File: src/hw/rtl/lslf_pkg.sv
// ----------------------------------------------------------------------------
// lslf_pkg: shared types and constants of the least-squares line fit core
// Result format, output widths and the accumulator count width helper.
// ----------------------------------------------------------------------------
package lslf_pkg;

  localparam int SLOPE_W = 32;   // signed Q16.16
  localparam int ICPT_W  = 48;   // signed Q32.16
  localparam int FRAC_W  = 16;

  localparam logic signed [SLOPE_W-1:0] SLOPE_MAX = {1'b0, {(SLOPE_W-1){1'b1}}};
  localparam logic signed [SLOPE_W-1:0] SLOPE_MIN = {1'b1, {(SLOPE_W-1){1'b0}}};
  localparam logic signed [ICPT_W-1:0]  ICPT_MAX  = {1'b0, {(ICPT_W-1){1'b1}}};
  localparam logic signed [ICPT_W-1:0]  ICPT_MIN  = {1'b1, {(ICPT_W-1){1'b0}}};

  typedef struct packed {
    logic                      saturated;
    logic                      singular;
    logic signed [ICPT_W-1:0]  intercept;
    logic signed [SLOPE_W-1:0] slope;
  } lslf_result_t;

  // Width of the point counter: holds two points per segment up to the cap.
  function automatic int lslf_cnt_w(input int max_segments);
    return $clog2(2 * max_segments + 1);
  endfunction

endpackage

File: src/hw/rtl/lslf_fifo.sv
// ----------------------------------------------------------------------------
// lslf_fifo: two-entry queue between the accumulator and the solver
// Holds frozen sums of finished sets so both sides stall independently.
// ----------------------------------------------------------------------------
module lslf_fifo #(
  parameter int WIDTH = 8
) (
  input  logic             clk,
  input  logic             rst_n,
  input  logic             push,
  input  logic [WIDTH-1:0] push_data,
  output logic             full,
  input  logic             pop,
  output logic [WIDTH-1:0] pop_data,
  output logic             empty
);

  logic [WIDTH-1:0] entry_r [2];
  logic             wr_ptr_r;
  logic             rd_ptr_r;
  logic [1:0]       fill_r;

  assign full     = (fill_r == 2'd2);
  assign empty    = (fill_r == 2'd0);
  assign pop_data = entry_r[rd_ptr_r];

  always_ff @(posedge clk) begin
    if (!rst_n) begin
      wr_ptr_r <= 1'b0;
      rd_ptr_r <= 1'b0;
      fill_r   <= 2'd0;
    end else begin
      if (push) begin
        wr_ptr_r <= ~wr_ptr_r;
      end
      if (pop) begin
        rd_ptr_r <= ~rd_ptr_r;
      end
      if (push && !pop) begin
        fill_r <= fill_r + 2'd1;
      end else if (pop && !push) begin
        fill_r <= fill_r - 2'd1;
      end
    end
  end

  always_ff @(posedge clk) begin
    if (push) begin
      entry_r[wr_ptr_r] <= push_data;
    end
  end

endmodule

File: src/hw/rtl/lslf_front.sv
// ----------------------------------------------------------------------------
// lslf_front: segment intake and running sums
// Registers the endpoint products, then accumulates n, Sx, Sy, Sxx and Sxy;
// on the last segment of a set pushes the frozen sums and clears them.
// ----------------------------------------------------------------------------
module lslf_front import lslf_pkg::*; #(
  parameter  int MAX_SEGMENTS = 1024,
  parameter  int COORD_BITS   = 14,
  localparam int CNT_W        = lslf_cnt_w(MAX_SEGMENTS),
  localparam int SUM_W        = COORD_BITS + CNT_W,
  localparam int SQ_W         = 2 * COORD_BITS + CNT_W,
  localparam int SNAP_W       = 2 * SQ_W + 2 * SUM_W + CNT_W
) (
  input  logic                  clk,
  input  logic                  rst_n,
  input  logic                  in_valid,
  output logic                  in_ready,
  input  logic [COORD_BITS-1:0] start_x,
  input  logic [COORD_BITS-1:0] start_y,
  input  logic [COORD_BITS-1:0] end_x,
  input  logic [COORD_BITS-1:0] end_y,
  input  logic                  last_segment,
  output logic                  push,
  output logic [SNAP_W-1:0]     push_data,
  input  logic                  push_full
);

  localparam int PR_W = 2 * COORD_BITS;
  localparam int P2_W = PR_W + 1;
  localparam int C2_W = COORD_BITS + 1;

  // product stage
  logic            s1_valid_r;
  logic            s1_last_r;
  logic [P2_W-1:0] s1_sq_r;
  logic [P2_W-1:0] s1_xy_r;
  logic [C2_W-1:0] s1_sx_r;
  logic [C2_W-1:0] s1_sy_r;
  logic            s1_adv;

  // accumulators
  logic [CNT_W-1:0] cnt_r;
  logic [SUM_W-1:0] sx_r;
  logic [SUM_W-1:0] sy_r;
  logic [SQ_W-1:0]  sxx_r;
  logic [SQ_W-1:0]  sxy_r;

  logic [CNT_W-1:0] cnt_nxt;
  logic [SUM_W-1:0] sx_nxt;
  logic [SUM_W-1:0] sy_nxt;
  logic [SQ_W-1:0]  sxx_nxt;
  logic [SQ_W-1:0]  sxy_nxt;
  logic             room;

  logic [PR_W-1:0] sq0, sq1, xy0, xy1;

  assign s1_adv   = s1_valid_r && (!s1_last_r || !push_full);
  assign in_ready = !s1_valid_r || s1_adv;

  always_comb begin
    sq0 = PR_W'(start_x) * PR_W'(start_x);
    sq1 = PR_W'(end_x) * PR_W'(end_x);
    xy0 = PR_W'(start_x) * PR_W'(start_y);
    xy1 = PR_W'(end_x) * PR_W'(end_y);
  end

  always_ff @(posedge clk) begin
    if (!rst_n) begin
      s1_valid_r <= 1'b0;
    end else if (in_ready) begin
      s1_valid_r <= in_valid;
    end
  end

  always_ff @(posedge clk) begin
    if (in_valid && in_ready) begin
      s1_last_r <= last_segment;
      s1_sq_r   <= P2_W'(sq0) + P2_W'(sq1);
      s1_xy_r   <= P2_W'(xy0) + P2_W'(xy1);
      s1_sx_r   <= C2_W'(start_x) + C2_W'(end_x);
      s1_sy_r   <= C2_W'(start_y) + C2_W'(end_y);
    end
  end

  // Drop segments beyond the cap; the last mark still closes the set.
  always_comb begin
    room    = cnt_r[CNT_W-1:1] < (CNT_W-1)'(MAX_SEGMENTS);
    cnt_nxt = room ? cnt_r + CNT_W'(2) : cnt_r;
    sx_nxt  = sx_r + (room ? SUM_W'(s1_sx_r) : '0);
    sy_nxt  = sy_r + (room ? SUM_W'(s1_sy_r) : '0);
    sxx_nxt = sxx_r + (room ? SQ_W'(s1_sq_r) : '0);
    sxy_nxt = sxy_r + (room ? SQ_W'(s1_xy_r) : '0);
  end

  assign push      = s1_adv && s1_last_r;
  assign push_data = {sxy_nxt, sxx_nxt, sy_nxt, sx_nxt, cnt_nxt};

  always_ff @(posedge clk) begin
    if (!rst_n) begin
      cnt_r <= '0;
      sx_r  <= '0;
      sy_r  <= '0;
      sxx_r <= '0;
      sxy_r <= '0;
    end else if (s1_adv) begin
      if (s1_last_r) begin
        cnt_r <= '0;
        sx_r  <= '0;
        sy_r  <= '0;
        sxx_r <= '0;
        sxy_r <= '0;
      end else begin
        cnt_r <= cnt_nxt;
        sx_r  <= sx_nxt;
        sy_r  <= sy_nxt;
        sxx_r <= sxx_nxt;
        sxy_r <= sxy_nxt;
      end
    end
  end

endmodule

File: src/hw/rtl/lslf_back.sv
// ----------------------------------------------------------------------------
// lslf_back: normal-equation solver
// Forms six products with a shift-add multiplier, then two rounded quotients
// with a restoring divider; saturates and holds the result in an output register.
// ----------------------------------------------------------------------------
module lslf_back import lslf_pkg::*; #(
  parameter  int MAX_SEGMENTS = 1024,
  parameter  int COORD_BITS   = 14,
  localparam int CNT_W        = lslf_cnt_w(MAX_SEGMENTS),
  localparam int SUM_W        = COORD_BITS + CNT_W,
  localparam int SQ_W         = 2 * COORD_BITS + CNT_W,
  localparam int SNAP_W       = 2 * SQ_W + 2 * SUM_W + CNT_W
) (
  input  logic              clk,
  input  logic              rst_n,
  input  logic              q_empty,
  input  logic [SNAP_W-1:0] q_data,
  output logic              q_pop,
  output logic              out_valid,
  input  logic              out_ready,
  output lslf_result_t      out_result
);

  localparam int PROD_W = SQ_W + SUM_W;
  localparam int DVD_W  = PROD_W + FRAC_W + 1;
  localparam int QW     = (DVD_W > ICPT_W + 1) ? DVD_W : ICPT_W + 1;
  localparam int BC_W   = $clog2(QW);

  // product slots
  localparam logic [2:0] PR_NXX  = 3'd0;  // n * Sxx
  localparam logic [2:0] PR_SXSX = 3'd1;  // Sx * Sx
  localparam logic [2:0] PR_NXY  = 3'd2;  // n * Sxy
  localparam logic [2:0] PR_SXSY = 3'd3;  // Sx * Sy
  localparam logic [2:0] PR_XXSY = 3'd4;  // Sxx * Sy
  localparam logic [2:0] PR_SXXY = 3'd5;  // Sx * Sxy

  typedef enum logic [2:0] {
    S_IDLE, S_LOAD, S_MUL, S_DET, S_NUM, S_RND, S_DIV, S_SAT
  } state_t;
  localparam state_t S_OUT_ALIAS = S_IDLE;

  typedef enum logic {Q_SLOPE, Q_ICPT} qsel_t;

  state_t           state_r;
  logic             out_pend_r;
  logic [2:0]       sel_r;
  logic [BC_W-1:0]  bit_r;
  qsel_t            qsel_r;
  logic [CNT_W-1:0] n_r;
  logic [SUM_W-1:0] sx_r, sy_r;
  logic [SQ_W-1:0]  sxx_r, sxy_r;
  logic [SQ_W-1:0]  mcand_r;
  logic [SUM_W-1:0] mplier_r;
  logic [PROD_W-1:0] acc_r;
  logic [PROD_W-1:0] prod_r [6];
  logic [PROD_W-1:0] det_r;
  logic              neg_r;
  logic [PROD_W-1:0] mag_r;
  logic [QW-1:0]     dvd_r;
  logic [PROD_W-1:0] rem_r;
  logic [QW-1:0]     quo_r;
  logic              sat_r;
  lslf_result_t      res_r;
  logic              out_valid_r;
  lslf_result_t      out_res_r;

  logic [PROD_W-1:0] acc_step;
  logic [PROD_W:0]   rem_sh;
  logic [PROD_W+1:0] rem_dif;
  logic              rem_ge;
  logic [PROD_W-1:0] pa, pb, d_ab, d_ba;
  logic              lt;
  logic [QW-1:0]     lim, quo_neg;
  logic              ovf;
  logic [SLOPE_W-1:0] slope_val;
  logic [ICPT_W-1:0]  icpt_val;
  logic               out_free;
  logic               out_load;

  assign out_free   = !out_valid_r || out_ready;
  assign out_load   = (state_r == S_IDLE) && out_pend_r && out_free;
  assign q_pop      = (state_r == S_IDLE) && !out_pend_r && !q_empty;
  assign out_valid  = out_valid_r;
  assign out_result = out_res_r;

  always_comb begin
    acc_step = (acc_r << 1) + (mplier_r[SUM_W-1] ? PROD_W'(mcand_r) : '0);
    rem_sh   = {rem_r, dvd_r[QW-1]};
    rem_dif  = {1'b0, rem_sh} - {2'b00, det_r};
    rem_ge   = !rem_dif[PROD_W+1];
    pa       = (qsel_r == Q_ICPT) ? prod_r[PR_XXSY] : prod_r[PR_NXY];
    pb       = (qsel_r == Q_ICPT) ? prod_r[PR_SXXY] : prod_r[PR_SXSY];
    d_ab     = pa - pb;
    d_ba     = pb - pa;
    lt       = pa < pb;
    lim      = (qsel_r == Q_ICPT) ? (QW'(1) << (ICPT_W - 1)) : (QW'(1) << (SLOPE_W - 1));
    quo_neg  = QW'(0) - quo_r;
    ovf      = neg_r ? (quo_r > lim) : (quo_r >= lim);
    if (ovf) begin
      slope_val = neg_r ? SLOPE_MIN : SLOPE_MAX;
      icpt_val  = neg_r ? ICPT_MIN : ICPT_MAX;
    end else begin
      slope_val = neg_r ? quo_neg[SLOPE_W-1:0] : quo_r[SLOPE_W-1:0];
      icpt_val  = neg_r ? quo_neg[ICPT_W-1:0] : quo_r[ICPT_W-1:0];
    end
  end

  always_ff @(posedge clk) begin
    if (!rst_n) begin
      state_r     <= S_IDLE;
      out_pend_r  <= 1'b0;
      out_valid_r <= 1'b0;
    end else begin
      if (out_load) begin
        out_valid_r <= 1'b1;
      end else if (out_valid_r && out_ready) begin
        out_valid_r <= 1'b0;
      end
      unique case (state_r)
        S_IDLE: begin
          // a finished result waits here until the output register frees up
          if (out_pend_r) begin
            if (out_free) begin
              out_res_r  <= res_r;
              out_pend_r <= 1'b0;
            end
          end else if (!q_empty) begin
            {sxy_r, sxx_r, sy_r, sx_r, n_r} <= q_data;
            sel_r   <= PR_NXX;
            state_r <= S_LOAD;
          end
        end
        S_LOAD: begin
          case (sel_r)
            PR_NXX:  begin mcand_r <= sxx_r;        mplier_r <= SUM_W'(n_r); end
            PR_SXSX: begin mcand_r <= SQ_W'(sx_r);  mplier_r <= sx_r;        end
            PR_NXY:  begin mcand_r <= sxy_r;        mplier_r <= SUM_W'(n_r); end
            PR_SXSY: begin mcand_r <= SQ_W'(sx_r);  mplier_r <= sy_r;        end
            PR_XXSY: begin mcand_r <= sxx_r;        mplier_r <= sy_r;        end
            default: begin mcand_r <= sxy_r;        mplier_r <= sx_r;        end
          endcase
          acc_r   <= '0;
          bit_r   <= BC_W'(SUM_W - 1);
          state_r <= S_MUL;
        end
        S_MUL: begin
          acc_r    <= acc_step;
          mplier_r <= mplier_r << 1;
          bit_r    <= bit_r - BC_W'(1);
          if (bit_r == '0) begin
            prod_r[sel_r] <= acc_step;
            if (sel_r == PR_SXXY) begin
              state_r <= S_DET;
            end else begin
              sel_r   <= sel_r + 3'd1;
              state_r <= S_LOAD;
            end
          end
        end
        S_DET: begin
          det_r  <= prod_r[PR_NXX] - prod_r[PR_SXSX];
          sat_r  <= 1'b0;
          qsel_r <= Q_SLOPE;
          if (prod_r[PR_NXX] > prod_r[PR_SXSX]) begin
            state_r <= S_NUM;
          end else begin
            res_r      <= '{saturated: 1'b0, singular: 1'b1, intercept: '0, slope: '0};
            out_pend_r <= 1'b1;
            state_r    <= S_OUT_ALIAS;
          end
        end
        S_NUM: begin
          neg_r   <= lt;
          mag_r   <= lt ? d_ba : d_ab;
          state_r <= S_RND;
        end
        S_RND: begin
          // bias by half the divisor: round to nearest, ties away from zero
          dvd_r   <= (QW'(mag_r) << FRAC_W) + QW'(det_r >> 1);
          rem_r   <= '0;
          quo_r   <= '0;
          bit_r   <= BC_W'(QW - 1);
          state_r <= S_DIV;
        end
        S_DIV: begin
          rem_r <= rem_ge ? rem_dif[PROD_W-1:0] : rem_sh[PROD_W-1:0];
          quo_r <= {quo_r[QW-2:0], rem_ge};
          dvd_r <= dvd_r << 1;
          bit_r <= bit_r - BC_W'(1);
          if (bit_r == '0) begin
            state_r <= S_SAT;
          end
        end
        S_SAT: begin
          if (qsel_r == Q_SLOPE) begin
            res_r.slope <= slope_val;
            sat_r       <= sat_r | ovf;
            qsel_r      <= Q_ICPT;
            state_r     <= S_NUM;
          end else begin
            res_r.intercept <= icpt_val;
            res_r.saturated <= sat_r | ovf;
            res_r.singular  <= 1'b0;
            out_pend_r      <= 1'b1;
            state_r         <= S_IDLE;
          end
        end
        default: begin
          state_r <= S_IDLE;
        end
      endcase
    end
  end

endmodule

File: src/hw/rtl/least_squares_line_fit_core.sv
// ----------------------------------------------------------------------------
// least_squares_line_fit_core: line fit over sets of segments
// Streams in segments, fits y = slope * x + intercept once per set.
// ----------------------------------------------------------------------------
// Input channel (in_*): one beat per segment, two endpoints in in_tdata, and
// in_tlast marks the last segment of a set. Each endpoint counts as a point.
// Output channel (out_*): one beat per set, slope Q16.16 and intercept Q32.16
// in out_tdata, singular and saturated flags in out_tuser.
// Throughput: one segment per cycle unless a last segment waits on a full
// queue. Segments beyond MAX_SEGMENTS in a set are dropped; their tlast
// still closes the set. Each segment is registered in the product stage
// before it is summed. For each closed set the solver forms six products
// with the shift-add multiplier (SUM_W steps per product), then the slope
// and intercept with the restoring divider (one quotient bit per cycle);
// when singular, the divides are skipped. A two-entry queue holds finished
// sets so the intake keeps taking segments while a fit runs.
// Reset: synchronous, active low; clears the sums, the queue and the output.
// Stall: a held result stays in the output register; the solver waits on it,
// and once the queue is full a last segment waits at the intake.
// ----------------------------------------------------------------------------
module least_squares_line_fit_core import lslf_pkg::*; #(
  parameter  int MAX_SEGMENTS = 1024,
  parameter  int COORD_BITS   = 14,
  localparam int IN_DATA_W    = ((4 * COORD_BITS + 7) / 8) * 8
) (
  input  logic                 clk,
  input  logic                 rst_n,
  input  logic                 in_tvalid,
  output logic                 in_tready,
  // start_x, start_y, end_x, end_y (COORD_BITS each), zero pad
  input  logic [IN_DATA_W-1:0] in_tdata,
  input  logic                 in_tlast,   // last_segment
  output logic                 out_tvalid,
  input  logic                 out_tready,
  // slope [31:0], intercept [79:32]
  output logic [79:0]          out_tdata,
  // singular [0], saturated [1]
  output logic [1:0]           out_tuser
);

  localparam int CNT_W  = lslf_cnt_w(MAX_SEGMENTS);
  localparam int SUM_W  = COORD_BITS + CNT_W;
  localparam int SQ_W   = 2 * COORD_BITS + CNT_W;
  localparam int SNAP_W = 2 * SQ_W + 2 * SUM_W + CNT_W;

  logic              q_push, q_full, q_pop, q_empty;
  logic [SNAP_W-1:0] q_wdata, q_rdata;
  lslf_result_t      result;

  // Intake: products, running sums, set closing.
  lslf_front #(
    .MAX_SEGMENTS (MAX_SEGMENTS),
    .COORD_BITS   (COORD_BITS)
  ) u_front (
    .clk          (clk),
    .rst_n        (rst_n),
    .in_valid     (in_tvalid),
    .in_ready     (in_tready),
    .start_x      (in_tdata[COORD_BITS-1:0]),
    .start_y      (in_tdata[2*COORD_BITS-1:COORD_BITS]),
    .end_x        (in_tdata[3*COORD_BITS-1:2*COORD_BITS]),
    .end_y        (in_tdata[4*COORD_BITS-1:3*COORD_BITS]),
    .last_segment (in_tlast),
    .push         (q_push),
    .push_data    (q_wdata),
    .push_full    (q_full)
  );

  // Hold up to two finished sets between intake and solver.
  lslf_fifo #(
    .WIDTH (SNAP_W)
  ) u_fifo (
    .clk       (clk),
    .rst_n     (rst_n),
    .push      (q_push),
    .push_data (q_wdata),
    .full      (q_full),
    .pop       (q_pop),
    .pop_data  (q_rdata),
    .empty     (q_empty)
  );

  // Solver with its own output register.
  lslf_back #(
    .MAX_SEGMENTS (MAX_SEGMENTS),
    .COORD_BITS   (COORD_BITS)
  ) u_back (
    .clk        (clk),
    .rst_n      (rst_n),
    .q_empty    (q_empty),
    .q_data     (q_rdata),
    .q_pop      (q_pop),
    .out_valid  (out_tvalid),
    .out_ready  (out_tready),
    .out_result (result)
  );

  assign out_tdata = {result.intercept, result.slope};
  assign out_tuser = {result.saturated, result.singular};

endmodule
File: config.mk
export PLATFORM = sky130hd
export DESIGN_NAME = least_squares_line_fit_core
export DESIGN_NICKNAME = d
export VERILOG_FILES = /design/src/hw/rtl/lslf_pkg.sv /design/src/hw/rtl/lslf_fifo.sv /design/src/hw/rtl/lslf_front.sv /design/src/hw/rtl/lslf_back.sv /design/src/hw/rtl/least_squares_line_fit_core.sv
export SDC_FILE = /design/constraint.sdc
export NUM_CORES = 2
export LEC_CHECK = 0
export BUFFER_PORTS_ARGS = -buffer_cell sky130_fd_sc_hd__buf_2
export CORE_MARGIN = 2
export CORE_UTILIZATION = 25
export CTS_BUF_LIST = sky130_fd_sc_hd__clkbuf_4 sky130_fd_sc_hd__clkbuf_8
export DETAILED_ROUTE_END_ITERATION = 12
export HOLD_SLACK_MARGIN = 0.12
export SLEW_MARGIN = 15
export SYNTH_ARGS = -nofsm -noshare
export SYNTH_HDL_FRONTEND = slang
export SYNTH_SLANG_ARGS = --single-unit
File: constraint.sdc
create_clock -name clk -period 19.9 [get_ports clk]
set_input_delay 3.98 -clock clk [delete_from_list [all_inputs] [get_ports clk]]
set_output_delay 3.98 -clock clk [all_outputs]
set_load 0.02 [all_outputs]
==> results.toml <==
[clock_tree]
hold_buffers = 0
cts.clk_slew.worst_paths_ns = 0.06
clock_path_buffers = 4
cts_tree = "yes"
cts_resized = 0
cts_max_level = 5
clk_latency_ns = 0.97
cts.sinks = 1738
cts_made_buffers = 307
post_cts_buffers = 0
cts-root-buf = "clkbuf_8"

[critical_path]
critPathKind = "primary input to register"
timing.rr.end = "u_back.mag_r[18]"
end_kind = "register"
cp_max_fo = 26
rr_worst_depth = 17
timing.rr.start = "u_back.qsel_r"
crit_arrival_ns = 11.62
r2r_slack_ns = 13.23
cp.required_ns = 20.58
startpoint_type = "primary input"

[place]
gp_congestion = 0.883
io_buffers = 144
dp.cells = 16700
place_hpwl_um = 216000
pre_cts_ws_ns = 8.02

[timing]
fin_skew_ns = 0.0862
slew_headroom_pct = 15.5
post-route-period-util_pct = 55.0
rsz0062_at_grt = "no"
finalMaxSlewViolations = 0
setup_violations = 0
hold_viol_final = 0
fin_ws_ns = 8.96
finalSetupTns_ns = 0
fin_hold_ws_ns = 0.415
timing.fmax_mhz = 91.4
period_minus_slack_ns = 10.94
tightest_slew_ns = 1.26

[final_layout]
finish.utilization_pct = 28.0
layout.cells.non_filler = 17200
nets = 12300
syn_to_final_growth_pct = 11.5
drive_above_1_share_pct = 8.76

[die]
num_io_pins = 145
fp.dieH_um = 685
core_um2 = 461000
row_count = 249
die_area_um2 = 469000
die_x_um = 685
start_util_pct = 25.1

[route]
wl_met1_um = 135000
highest_layer = "met5"
dr.pass1.iters = 5
num_vias = 79300
drcViolationCount = 0
drt_iter0_drc = 5590
wl_met3_um = 15000
antenna_left = 0
wire_per_inst_um = 17.1
routed_wl_um = 294000
dr_wl_met2_um = 136000
viasPerCell = 4.61

[worst_hold_path]
whs_path_depth = 0
hold_start = "u_back.res_r[71]"
hold_path_end = "u_back.out_result[71]"
min_path_type = "register to register"

[power_and_ir_drop]
p_leak_uw = 0.0532
vdd_drop_max_v = 0.000565
cellPowerDensity_nw_per_um2 = 145

[yosys]
synthesis.nets = 12200
ys_warn_count = 0
synth_most_common_cell = "edfxtp_1"
netlist_area_um2 = 116000
synthCells = 10800
synthTopCellsByArea = "edfxtp_1 41%, fa_1 11%, ha_1 8.3%"
synthDominantCellAreaShare_pct = 41.1
synth_commonest_cells = "1585 x edfxtp_1, 1300 x inv_1, 838 x nand2_1"
synth_largest_area_cell = "edfxtp_1"
ys_async_sr_fraction_pct = 0
ys_types = 109
ys_seq_area_share_pct = 43.7
synth_area_per_cell_um2 = 10.8
synth_flop_cell = "edfxtp_1"
synth-edff-count = 1585
ys_ff_latch = 1738

[outcome]
outcome = "complete, no violations"

[global_routing]
grt_pass1_wl_um = 459000
grtUsageTotal_pct = 12.2
antenna_found_initial = 18
grt_max_degree = 101
grt_overflow = 0
grt_pass1_vias = 79400

[run]
cap_violations = 0
[registers in the layout, indices dropped and copies added (netlist names), 26 cells and up]
signal             count
u_front.sxy_r         40
u_back.quo_r          83
u_back.mcand_r        40
u_back.mplier_r       26
u_back.prod_r        396
u_back.det_r          66
u_back.acc_r          65
u_front.sxx_r         40
u_back.sy_r           26
u_front.s1_xy_r       29
u_front.sx_r          26
u_back.mag_r          66
u_back.sxy_r          40
u_back.dvd_r          83
u_back.out_result     82
u_back.sxx_r          40
u_back.res_r          82
u_back.rem_r          66
u_fifo.entry_r       286
u_back.sx_r           26
u_front.s1_sq_r       28
u_front.sy_r          26
[layout make-up]
cell class / instances / area (um^2)
inverter: 1304 / 4890
timing repair buffer: 220 / 1310
sequential: 1738 / 50700
antenna: 3 / 7.51
clock buffer: 418 / 5140
multi-input combinational: 7256 / 58700
clock inverter: 119 / 786
fill: 47800 / 332000
tap: 6149 / 7690
[per-stage QoR]
step / instance area (um^2) / total power, uW
final: 129000 / 18800
after global routing: 129000 / 20500
after CTS: 129000 / 19000
after detailed placement: 123000 / 15600
after global placement: 123000 / 15500
after floorplan: 116000 / 12900
[worst max-delay path by stage]
stage	from	to	depth (start not counted)	slack (ns)
after global placement	in_tdata[1]	u_front.s1_sq_r[28]	24	8.09
final	in_tdata[1]	u_front.s1_sq_r[28]	24	8.96
after CTS	in_tdata[1]	u_front.s1_sq_r[28]	24	9.06
after global routing	in_tdata[1]	u_front.s1_sq_r[28]	24	8.59
after detailed placement	in_tdata[1]	u_front.s1_sq_r[28]	24	8.02
after floorplan	rst_n	u_back.dvd_r[0]	4	4.85
[cells by family after synthesis]
group,synth area share (%)
AO/OA/AOI/OAI,12.0
XOR/XNOR,3.89
adder cells (fa/ha/maj),19.4
buffers and inverters,5.82
flip-flops,43.7
multiplexers,2.84
AND/OR/NAND/NOR,12.3
[routing by layer]
| metal | global-route usage, % | vias up |
|---|---|---|
| met2 | 20.2 | 2044 |
| met1 | 16.7 | 39200 |
| met5 | 0 | - |
| met3 | 1.54 | 429 |
| met4 | 3.39 | 10 |
| li1 | - | 37600 |
[layout by cell type, fill, tap and decap left out, drive strengths merged, types with 225 or more instances in the layout]
| master | netlist | routed |
|---|---|---|
| o21ai | 423 | 423 |
| and2 | 459 | 459 |
| a21o | 279 | 279 |
| nand2 | 838 | 838 |
| fa | 641 | 641 |
| edfxtp | 1585 | 1585 |
| nor2 | 515 | 515 |
| a21oi | 701 | 701 |
| ha | 767 | 767 |
| inv | 1301 | 1313 |
| nor2b | 225 | 225 |
| clkbuf | 417 | 418 |
| xnor2 | 340 | 340 |
[where the power goes]
part           switching, uW  total [uW]  internal [uW]
combinational           6200       10400           4170
sequential               143        5160           5020
clock                   1500        3260           1760
total                   7840       18800          10900
[worst max-delay path, cell delays in order]
cell       delay, ns
buf_2           0.49
clkinv_1        0.51
nor2_1          0.32
fa_1            0.49
fa_1            0.52
inv_1           0.05
fa_1            0.50
inv_1           0.05
fa_1            0.49
fa_1            0.53
inv_1           0.06
fa_1            0.49
fa_1            0.49
inv_1           0.04
ha_1            0.22
or3_1           0.43
o211ai_1        0.34
a31oi_1         0.14
nor2_1          0.21
o21ai_0         0.18
o41ai_1         0.58
o2111ai_1       0.21
a21oi_1         0.20
xnor2_1         0.08
(Power assumes the default switching activity.)
